File: config.mk
export PLATFORM = sky130hd
export DESIGN_NAME = doubly_linked_list_engine_top
export DESIGN_NICKNAME = d
export VERILOG_FILES = /design/src/sv/dll_pkg.sv /design/src/sv/doubly_linked_list_engine_top.sv
export SDC_FILE = /design/constraint.sdc
export NUM_CORES = 1
export LEC_CHECK = 0
export ABC_CLOCK_PERIOD_IN_PS = 6600
export BUFFER_PORTS_ARGS = -buffer_cell sky130_fd_sc_hd__buf_2
export CORE_MARGIN = 4
export CORE_UTILIZATION = 50
export DETAILED_ROUTE_END_ITERATION = 7
export GPL_TIMING_DRIVEN = 0
export PLACE_DENSITY = 0.65
export SETUP_SLACK_MARGIN = 0.15
export SLEW_MARGIN = 0
export SYNTH_ARGS = -nofsm -noshare
export SYNTH_HDL_FRONTEND = slang
export SYNTH_SLANG_ARGS = --single-unit
File: constraint.sdc
create_clock -name clk -period 6.6 [get_ports clk]
set_input_delay 0.66 -clock clk [delete_from_list [all_inputs] [get_ports clk]]
set_output_delay 0.66 -clock clk [all_outputs]
set_load 0.01 [all_outputs]
File: src/sv/dll_pkg.sv
// ----------------------------------------------------------------------------
// dll_pkg
// Operation codes, decoded actions and sequencer states for the doubly
// linked list engine.
// ----------------------------------------------------------------------------
package dll_pkg;

  // Request operation codes
  localparam logic [2:0] OP_PUSH_FRONT = 3'd0;
  localparam logic [2:0] OP_PUSH_BACK  = 3'd1;
  localparam logic [2:0] OP_POP_FRONT  = 3'd2;
  localparam logic [2:0] OP_POP_BACK   = 3'd3;
  localparam logic [2:0] OP_UNLINK     = 3'd4;

  // Action resolved when a request is accepted
  typedef enum logic [2:0] {
    ACT_PUSH_FRONT,
    ACT_PUSH_BACK,
    ACT_TAKE_FRONT,
    ACT_TAKE_BACK,
    ACT_TAKE_MID,
    ACT_NULL
  } act_t;

  // Sequencer states, one-hot
  typedef enum logic [2:0] {
    ST_IDLE = 3'b001,
    ST_EXEC = 3'b010,
    ST_FIX  = 3'b100
  } state_t;

endpackage

File: src/sv/doubly_linked_list_engine_top.sv
// ----------------------------------------------------------------------------
// doubly_linked_list_engine_top
// Doubly linked order over a pool of slots, links held in two link memories.
// ----------------------------------------------------------------------------
// A request is taken when start is high and busy is low. Its result shows on
// result_node, result_null and list_size for one cycle with done high, once
// the request has passed ST_EXEC, and cannot be held off. For pops and unlinks
// the slot's links are read from the link memories in the accept cycle and
// the neighbors are written back in ST_EXEC. A push onto a non-empty list
// also passes through ST_FIX, since it writes the same link memory twice
// through its single write port. A push onto an empty list and any request
// that changes nothing return to idle straight from ST_EXEC.
module doubly_linked_list_engine_top #(
  parameter int SLOTS = 64
) (
  input  logic       clk,
  input  logic       rst,
  input  logic       start,
  output logic       busy,
  input  logic [2:0] operation,
  input  logic [5:0] node_index,
  input  logic       node_absent,
  output logic       done,
  output logic [5:0] result_node,
  output logic       result_null,
  output logic [6:0] list_size
);
  import dll_pkg::*;

  localparam int IW = (SLOTS > 1) ? $clog2(SLOTS) : 1;
  localparam int SW = $clog2(SLOTS + 1);
  localparam logic [SW-1:0] NIL = SW'(SLOTS);

  typedef logic [63:0][SW-1:0] mod_tbl_t;

  // Slot number of each request index, reduced modulo the pool size
  function automatic mod_tbl_t build_mod_tbl();
    mod_tbl_t t;
    for (int i = 0; i < 64; i++) begin
      t[i] = SW'(i % SLOTS);
    end
    return t;
  endfunction

  localparam mod_tbl_t MOD_TBL = build_mod_tbl();

  function automatic logic is_slot(logic [SW-1:0] v);
    return v < NIL;
  endfunction

  function automatic logic [SW-1:0] clamp(logic [SW-1:0] v);
    return (v < NIL) ? v : NIL;
  endfunction

  // Link memories
  logic [SW-1:0] next_mem [SLOTS];
  logic [SW-1:0] prev_mem [SLOTS];
  logic [SW-1:0] next_rd;
  logic [SW-1:0] prev_rd;

  state_t        state, state_next;
  act_t          act, act_dec;
  logic [SW-1:0] tgt, tgt_dec;
  logic [SW-1:0] head, head_next;
  logic [SW-1:0] tail, tail_next;
  logic [SW-1:0] count, count_next;

  logic          accept;
  logic [SW-1:0] slot_in;
  logic [SW-1:0] unlink_slot;

  logic          nwe, pwe;
  logic [IW-1:0] nwa, pwa;
  logic [SW-1:0] nwd, pwd;
  logic [SW-1:0] nx, pv;
  logic          out_null;

  assign busy   = (state != ST_IDLE);
  assign accept = start && !busy;

  // Resolve the request into an action and target slot
  always_comb begin
    slot_in     = MOD_TBL[node_index];
    unlink_slot = node_absent ? tail : slot_in;
    tgt_dec     = slot_in;
    unique case (operation)
      OP_PUSH_FRONT: act_dec = ACT_PUSH_FRONT;
      OP_PUSH_BACK:  act_dec = ACT_PUSH_BACK;
      OP_POP_FRONT: begin
        act_dec = (head == NIL) ? ACT_NULL : ACT_TAKE_FRONT;
        tgt_dec = head;
      end
      OP_POP_BACK: begin
        act_dec = (tail == NIL) ? ACT_NULL : ACT_TAKE_BACK;
        tgt_dec = tail;
      end
      OP_UNLINK: begin
        tgt_dec = unlink_slot;
        if (head == NIL) begin
          act_dec = ACT_NULL;
        end else if (unlink_slot == head) begin
          act_dec = ACT_TAKE_FRONT;
        end else if (unlink_slot == tail) begin
          act_dec = ACT_TAKE_BACK;
        end else begin
          act_dec = ACT_TAKE_MID;
        end
      end
      default:       act_dec = ACT_NULL;
    endcase
  end

  // Read both links of the target slot as the request is taken
  always_ff @(posedge clk) begin
    if (accept && is_slot(tgt_dec)) begin
      next_rd <= next_mem[tgt_dec[IW-1:0]];
      prev_rd <= prev_mem[tgt_dec[IW-1:0]];
    end
  end

  // Write back links, update head, tail and count
  always_comb begin
    state_next = state;
    head_next  = head;
    tail_next  = tail;
    count_next = count;
    nwe        = 1'b0;
    pwe        = 1'b0;
    nwa        = tgt[IW-1:0];
    pwa        = tgt[IW-1:0];
    nwd        = NIL;
    pwd        = NIL;
    nx         = clamp(next_rd);
    pv         = clamp(prev_rd);
    out_null   = 1'b0;
    unique case (state)
      ST_IDLE: begin
        if (accept) state_next = ST_EXEC;
      end
      ST_EXEC: begin
        state_next = ST_IDLE;
        unique case (act)
          ACT_PUSH_FRONT, ACT_PUSH_BACK: begin
            if (count < NIL) count_next = count + 1'b1;
            nwe = 1'b1;
            pwe = 1'b1;
            if ((act == ACT_PUSH_FRONT) ? (head == NIL) : (tail == NIL)) begin
              head_next = tgt;
              tail_next = tgt;
            end else if (act == ACT_PUSH_FRONT) begin
              nwd        = head;
              pwa        = head[IW-1:0];
              pwd        = tgt;
              head_next  = tgt;
              state_next = ST_FIX;
            end else begin
              nwa        = tail[IW-1:0];
              nwd        = tgt;
              pwd        = tail;
              tail_next  = tgt;
              state_next = ST_FIX;
            end
          end
          ACT_TAKE_FRONT: begin
            if (count != '0) count_next = count - 1'b1;
            if (is_slot(nx)) begin
              pwe       = 1'b1;
              pwa       = nx[IW-1:0];
              head_next = nx;
            end else begin
              head_next = NIL;
              tail_next = NIL;
            end
          end
          ACT_TAKE_BACK: begin
            if (count != '0) count_next = count - 1'b1;
            if (is_slot(pv)) begin
              nwe       = 1'b1;
              nwa       = pv[IW-1:0];
              tail_next = pv;
            end else begin
              head_next = NIL;
              tail_next = NIL;
            end
          end
          ACT_TAKE_MID: begin
            if (count != '0) count_next = count - 1'b1;
            nwe = is_slot(pv);
            nwa = pv[IW-1:0];
            nwd = nx;
            pwe = is_slot(nx);
            pwa = nx[IW-1:0];
            pwd = pv;
          end
          ACT_NULL: begin
            out_null = 1'b1;
          end
          default: begin
            out_null = 1'b1;
          end
        endcase
      end
      ST_FIX: begin
        // Terminate the far link of the newly pushed slot
        state_next = ST_IDLE;
        if (act == ACT_PUSH_FRONT) begin
          pwe = 1'b1;
        end else begin
          nwe = 1'b1;
        end
      end
      default: state_next = ST_IDLE;
    endcase
  end

  always_ff @(posedge clk) begin
    if (nwe) next_mem[nwa] <= nwd;
    if (pwe) prev_mem[pwa] <= pwd;
  end

  // Control state
  always_ff @(posedge clk) begin
    if (rst) begin
      state <= ST_IDLE;
      head  <= NIL;
      tail  <= NIL;
      count <= '0;
      done  <= 1'b0;
    end else begin
      state <= state_next;
      head  <= head_next;
      tail  <= tail_next;
      count <= count_next;
      done  <= (state == ST_EXEC);
    end
  end

  // Latch the request and the result transaction
  always_ff @(posedge clk) begin
    if (accept) begin
      act <= act_dec;
      tgt <= tgt_dec;
    end
    if (state == ST_EXEC) begin
      result_node <= out_null ? 6'd0 : 6'(tgt);
      result_null <= out_null;
      list_size   <= 7'(count_next);
    end
  end

  // Checks
  a_exec_done : assert property (@(posedge clk) disable iff (rst)
    state == ST_EXEC |=> done)
    else $error("result strobe missing after execute");

  a_done_src : assert property (@(posedge clk) disable iff (rst)
    done |-> $past(state) == ST_EXEC)
    else $error("result strobe without execute");

  a_count_max : assert property (@(posedge clk) disable iff (rst)
    count <= NIL)
    else $error("count above pool size");

  a_ends_nil : assert property (@(posedge clk) disable iff (rst)
    (head == NIL) == (tail == NIL))
    else $error("head and tail disagree on empty list");

  a_idle_quiet : assert property (@(posedge clk) disable iff (rst)
    state == ST_IDLE |-> !nwe && !pwe)
    else $error("link write while idle");

endmodule
==> results of run 1 <==
## cells by family after synthesis
family          count (synthesis)
flops                         959
mux                            61
simple gates                 1197
buf+inv                       301
fa+ha+maj                       3
compound gates                668
xor+xnor                       15
## registers in the layout, summed over array words and instances (netlist names)
register     flops
next_mem       448
prev_mem       448
count            7
head             7
list_size        7
next_rd          7
prev_rd          7
tail             7
tgt              7
result_node      6
act              3
state            3
done             1
result_null      1
## through the flow
step | setup slack, ns | TNS [ns] | util (%)
6_report | 1.80 | 0 | 57.0
3_5_place_dp | 1.71 | 0 | 53.1
4_1_cts | 2.08 | 0 | 57.0
2_1_floorplan | 2.80 | 0 | -
3_3_place_gp | -0.785 | -361.33 | 52.3
5_1_grt | 1.73 | 0 | 57.0
## critical path, delay by kind of cell (launching register included)
kind | cells | cell delay (ns)
AND/OR/NAND/NOR | 6 | 2.52
buffers and inverters | 2 | 1.01
AO/OA/AOI/OAI | 3 | 0.55
flip-flops | 1 | 0.31
## layout by cell type, fill, tap and decap left out, types with 26 or more instances in the layout
cell	count
a2111oi_0	41
a211oi_1	77
a21oi_1	92
a221oi_1	29
a22oi_1	27
a2bb2oi_1	28
a31oi_1	30
a32oi_1	43
buf_2	107
clkbuf_1	132
clkbuf_16	100
edfxtp_1	934
inv_1	66
mux2i_1	60
nand2_1	506
nand3_1	134
nand4_1	43
nor2_1	263
nor2b_1	26
nor3_1	122
o211ai_1	60
o21ai_0	109
## power groups by stage
stage               sequential, mW  clock, mW  combinational, mW
floorplan                     6.75          0              0.668
global placement              6.76          0               1.11
detailed placement            6.75          0               1.14
CTS                           6.63       5.40               1.14
global route                  6.62       5.66               1.23
finish                        6.63       5.35               1.18
## worst paths after layout
kind	cells after the start	to	slack, ns	from
worst max-delay path	11	next_mem[58][2]$_DFFE_PP_	1.80	state[2]$_SDFFE_PP0P_
worst min-delay path	2	count[0]$_SDFF_PP0_	0.27	rst
worst max register to register	11	next_mem[58][2]$_DFFE_PP_	1.80	state[2]$_SDFFE_PP0P_
worst min register to register	2	head[3]$_SDFFE_PP0P_	0.62	head[3]$_SDFFE_PP0P_
## final cells by class
class / instances / area [sq um] / share of cell area (%)
Antenna cell: 4 / 10.0 / 0.0218
Buffer: 232 / 1090 / 2.37
Clock buffer: 117 / 2570 / 5.58
Clock inverter: 63 / 517 / 1.12
Inverter: 69 / 259 / 0.564
Multi-Input combinational cell: 1944 / 11000 / 23.9
Sequential cell: 959 / 28500 / 62.1
Tap cell: 1060 / 1330 / 2.89
Timing Repair Buffer: 56 / 678 / 1.48
## routing by layer
metal  track usage, %  vias to the layer above
met5                0                        -
met4             15.8                        2
met1             40.9                    14300
met2             45.5                     1955
met3             6.00                      385
li1                 -                    12600
==> summary.md, run 1 <==
| Metric | Value |
|---|---|
| Outcome | finished, final reports clean |
| Critical Path AT | 5.09 ns |
| Logic pwr share | 9.0% |
| CTS tree | built |
| Met2 wire length | 57900 um |
| Final-stage net count | 3376 |
| Max Fclk | 208 MHz |
| Final-report hold violation count | 0 |
| CTS HTree Levels | 3 |
| Clock share of power | 40.7% |
| RSZ-0062 raised after global routing | false |
| Largest net degree at the start of global routing | 45 |
| Slew margin rel. | 7.34% |
| NetSw | 3.23 mW |
| Area Growth Syn to Fin | 12.8% |
| # hold bufs at CTS | 0 |
| CP max stage delay | 0.90 ns |
| Simple-Gate Fraction of Synth Area | 13.1% |
| Initial core utilization | 50.5% |
| Main synth FF type | edfxtp_1 |
| Post-synthesis register bit count | 959 |
| Yosys top cell area share | 68.8% |
| Clk buf depth | 3 |
| Worst-path clk slew | 0.06 ns |
| Routability Congestion | 1.02 |
| Total power | 13.2 mW |
| HPWL after DPL | 92500 um |
| CTS buffer count | 98 |
| Cell accounting for the most synthesized area | edfxtp_1 |
| DR vias | 29200 |
| WL met3 | 15300 um |
| Global-route wire length before repair | 187000 um |
| Yosys cell types | 71 |
| P_leak | 14.1 nW |
| Router iterations before antenna repair | 6 |
| Worst Tran Pin Value | 1.39 ns |
| Post-route cell area | 46000 sq um |
| Post-Syn Instances | 3204 |
| Mux contribution to synthesized area | 1.50% |
| Clock skew | 0.0279 ns |
| Sw frac | 24.5% |
| Final Slew Violations | 0 |
| Internal power | 9.93 mW |
| Post-synth net total | 3220 |
| Hold_ws | 0.267 ns |
| DR top layer | met5 |
| Layout cells sized above 1 | 9.88% |
| Remaining DRCs | 0 |
| Die X | 294 um |
| Critical Path RT | 6.89 ns |
| Post-Route WL | 130000 um |
| Fillers | 6475 |
| CP max FO | 18 |
| Synth Area in Compound Gates | 11.7% |
| Die area | 86100 sq um |
| CTS resizes | 0 |
| Ports | 29 |
| Seq/Total Area, Yosys | 70.0% |
| Peak VDD IR | 0.210 mV |
| Post-Synth XOR/XNOR Area | 0.322% |
| Crit-path most repeated cell | nand2_1 |
| Synthesized area per cell | 12.7 sq um |
| Post-synthesis cell area | 40800 sq um |
| Core area | 80700 sq um |
| GRT Overall Usage | 29.9% |
| Final Setup Violations | 0 |
| Synth area leaders | edfxtp_1 69%, nand2_1 4.7%, nor2_1 2.5%, nand3_1 1.7%, nor3_1 1.5% |
| Worst hold path class | input pin to flip-flop |
| Wire per inst | 29.0 um |
| M1 WL | 49600 um |
| Setup Buffers After CTS | 0 |
| Crit path capture type | flip-flop |
| Site Rows | 104 |
| Synth cell count leaders | 934 x edfxtp_1, 506 x nand2_1, 275 x nor2_1, 135 x nand3_1, 122 x nor3_1 |
| Reg power frac | 50.3% |
| Clock latency on the worst-skew pair | 0.67 ns |
| Post-DP Area | 42900 sq um |
| Max cap viols | 0 |
| Initial antenna violation count | 6 |
| Die Height | 294 um |
| Cell total after placement | 4320 |
| Via density | 6.48 |
| Fin cells | 4504 |
| Critical Setup Path Class | flip-flop to flip-flop |
| Post-route ant nets | 0 |
| Largest family of logic cells by synthesized area | simple AND/OR/NAND/NOR gates |
| Top-count cell post-synth | edfxtp_1 |
| Post-synth EDFFs | 934 |
| Post-layout min period | 4.80 ns |
| Critical-path top delay cell | nor2_1 |
| PwrDens | 286 nW/um^2 |
| Crit path cell chain | nor2_1 -> nand2_1 -> inv_1 -> nand2_1 -> a21oi_1 -> clkbuf_1 -> o21a_1 -> o22ai_1 -> nor2b_1 -> nand2_1 -> nor2_1 |
| Global route overflow | 0 |
| Post-synthesis async set-or-reset flop share | 0% |
| Synth Area in Adders | 0.0921% |
| Final period util | 72.7% |
| Vias in the first global route | 27900 |
| Input/output buffers | 27 |
| Root Buffer | clkbuf_16 |
| Starting DRT DRC Count | 4495 |
| Ys Warns | 0 |
| Critical path startpoint category | flip-flop |
| Clock sinks | 959 |
No activity file was read; power rests on OpenSTA's default activity.
==> inputs of run 2 (changes only) <==
--- a/config.mk
+++ b/config.mk
@@ -5,7 +5,7 @@
 export SDC_FILE = /design/constraint.sdc
 export NUM_CORES = 1
 export LEC_CHECK = 0
-export ABC_CLOCK_PERIOD_IN_PS = 6600
+export ABC_CLOCK_PERIOD_IN_PS = 5000
 export BUFFER_PORTS_ARGS = -buffer_cell sky130_fd_sc_hd__buf_2
 export CORE_MARGIN = 4
 export CORE_UTILIZATION = 50
==> constraint.sdc (replaced) <==
create_clock -name clk -period 5 [get_ports clk]
set_input_delay 0.5 -clock clk [delete_from_list [all_inputs] [get_ports clk]]
set_output_delay 0.5 -clock clk [all_outputs]
set_load 0.01 [all_outputs]
==> run 2 against run 1 <==
Worst setup slack got worse by 1.6 ns; clock power grew 32%; combinational power increased by 32%; flip-flop and latch count stayed put; the run now ends with DRC left; sequential power rose by 32%; wire length hardly changed; non-clock buffer count stayed put; die area did not move; sequential share of layout area about the same; total power rose by 32%; largest cell class unchanged.
==> summary.md, run 2 (synthesis gave the netlist of run 1 again) <==
| Metric | Value |
|---|---|
| Post-route cell area | 46000 sq um (about the same) |
| Layout cells sized above 1 | 9.91% (was 9.88%) |
| Post-DP Area | 42900 sq um (unchanged) |
| Final Slew Violations | 0 (unchanged) |
| CTS buffer count | 98 (unchanged) |
| Input/output buffers | 27 (unchanged) |
| Post-Route WL | 130000 um (about the same) |
| Global-route wire length before repair | 187000 um (unchanged) |
| Router iterations before antenna repair | 8 (was 6) |
| Vias in the first global route | 27900 (unchanged) |
| Total power | 17.4 mW (was 13.2 mW) |
| Largest net degree at the start of global routing | 45 (unchanged) |
| Worst Tran Pin Value | 1.38 ns (was 1.39 ns) |
| Initial core utilization | 50.5% (unchanged) |
| Setup Buffers After CTS | 0 (unchanged) |
| Site Rows | 104 (unchanged) |
| Final-stage net count | 3376 (unchanged) |
| Hold_ws | 0.107 ns (was 0.267 ns) |
| Ports | 29 (unchanged) |
| PwrDens | 378 nW/um^2 (was 286 nW/um^2) |
| RSZ-0062 raised after global routing | true (was false) |
| Final-report hold violation count | 0 (unchanged) |
| CP max stage delay | 0.90 ns (about the same) |
| Worst hold path class | input pin to flip-flop (unchanged) |
| Max cap viols | 0 (unchanged) |
| Critical Path RT | 5.29 ns (was 6.89 ns) |
| Outcome | finished, violations left (was finished, final reports clean) |
| Final period util | 96.0% (was 72.7%) |
| Registers with the most flip-flops | next_mem (448), prev_mem (448) (unchanged) |
| Max Fclk | 208 MHz (about the same) |
| Clock sinks | 959 (unchanged) |
| Most frequent cells in the layout | 934 x edfxtp_1, 506 x nand2_1, 262 x nor2_1 (was 934 x edfxtp_1, 506 x nand2_1, 263 x nor2_1) |
| CTS tree | built (unchanged) |
| Crit-path most repeated cell | nand2_1 (unchanged) |
| CTS resizes | 0 (unchanged) |
| HPWL after DPL | 92500 um (unchanged) |
| Kind of cell adding the most delay to the critical path | simple AND/OR/NAND/NOR gates (unchanged) |
| Critical-path top delay cell | nor2_1 (unchanged) |
| # hold bufs at CTS | 0 (unchanged) |
| Area Growth Syn to Fin | 12.8% (about the same) |
| Die Height | 294 um (unchanged) |
| Critical Setup Path Class | flip-flop to flip-flop (unchanged) |
| CP bufs+invs | 2 (unchanged) |
| Routability Congestion | 1.02 (unchanged) |
| Die X | 294 um (unchanged) |
| GRT Overall Usage | 29.9% (unchanged) |
| Starting DRT DRC Count | 4534 (was 4495) |
| DR vias | 29200 (about the same) |
| Commonest non-fill, non-tap cell in the layout | edfxtp_1 (unchanged) |
| Final Setup Violations | 0 (unchanged) |
| Peak VDD IR | 0.275 mV (was 0.210 mV) |
| Post-route ant nets | 0 (unchanged) |
| Die area | 86100 sq um (unchanged) |
| Failing checks | DRC |
| P_leak | 14.1 nW (about the same) |
| Final core occ | 57.0% (about the same) |
| Clock skew | 0.0286 ns (was 0.0279 ns) |
| Wire per inst | 29.0 um (about the same) |
| Crit path cell chain | nor2_1 -> nand2_1 -> inv_1 -> nand2_1 -> a21oi_1 -> clkbuf_1 -> o21a_1 -> o22ai_1 -> nor2b_1 -> nand2_1 -> nor2_1 (unchanged) |
| Root Buffer | clkbuf_16 (unchanged) |
| Initial antenna violation count | 6 (unchanged) |
| Clock latency on the worst-skew pair | 0.67 ns (about the same) |
| Clk buf depth | 3 (unchanged) |
| Worst-path clk slew | 0.06 ns (about the same) |
| CTS HTree Levels | 3 (unchanged) |
| Via density | 6.48 (about the same) |
| Post-layout min period | 4.80 ns (about the same) |
| Critical Path AT | 5.09 ns (about the same) |
| Fillers | 6479 (was 6475) |
| Global route overflow | 0 (unchanged) |
| Crit path capture type | flip-flop (unchanged) |
| Slew margin rel. | 7.76% (was 7.34%) |
| Core area | 80700 sq um (unchanged) |
| CP max FO | 18 (unchanged) |
| Critical path startpoint category | flip-flop (unchanged) |
| Remaining DRCs | 2 (was 0) |
-- run 2: per-layer routing --
layer  global-route usage, %  part of all wire, %
met1                    40.9                   38
met2                    45.5                   44
met3                    6.00                   12
met4                    15.8                  6.0
met5                       0                0.010
-- run 2: path summary, 6_finish.rpt --
| kind | start | to | slack (ns) | cells after the start |
|---|---|---|---|---|
| max reg2reg | state[2]$_SDFFE_PP0P_ | next_mem[58][2]$_DFFE_PP_ | 0.20 | 11 |
| min reg2reg | head[3]$_SDFFE_PP0P_ | head[3]$_SDFFE_PP0P_ | 0.62 | 2 |
| min | rst | count[0]$_SDFF_PP0_ | 0.11 | 2 |
| max | state[2]$_SDFFE_PP0P_ | next_mem[58][2]$_DFFE_PP_ | 0.20 | 11 |
-- run 2: layout make-up --
cell class / instances / area, sq um / area share [%]
inverter: 69 / 259 / 0.563
antenna: 5 / 12.5 / 0.0272
sequential: 959 / 28500 / 62.1
clock buffer: 117 / 2570 / 5.58
multi-input combinational: 1944 / 11000 / 23.9
timing repair buffer: 56 / 678 / 1.48
buffer: 232 / 1090 / 2.37
clock inverter: 63 / 517 / 1.12
tap: 1060 / 1330 / 2.89
-- run 2: worst reg2reg max path, stage by stage, from the launching register on --
cell      delay, ns
dfxtp_1        0.31
nor2_1         0.09
nand2_1        0.24
inv_1          0.63
nand2_1        0.16
a21oi_1        0.26
clkbuf_1       0.40
o21a_1         0.19
o22ai_1        0.11
nor2b_1        0.25
nand2_1        0.88
nor2_1         0.91
-- run 2: power by group --
part / switching, mW / total, mW / internal (mW)
Sequential: 0.0248 / 8.75 / 8.72
Clock: 3.08 / 7.06 / 3.98
Combinational: 1.16 / 1.56 / 0.408
Total: 4.26 / 17.4 / 13.1
-- run 2: metrics by stage --
stage	setup TNS, ns	setup WS [ns]	cells
2_1_floorplan	0	1.20	3204
3_3_place_gp	-1692.53	-2.39	4291
3_5_place_dp	0	0.266	4320
4_1_cts	0	0.480	4500
5_1_grt	0	0.125	4500
6_report	0	0.199	4505
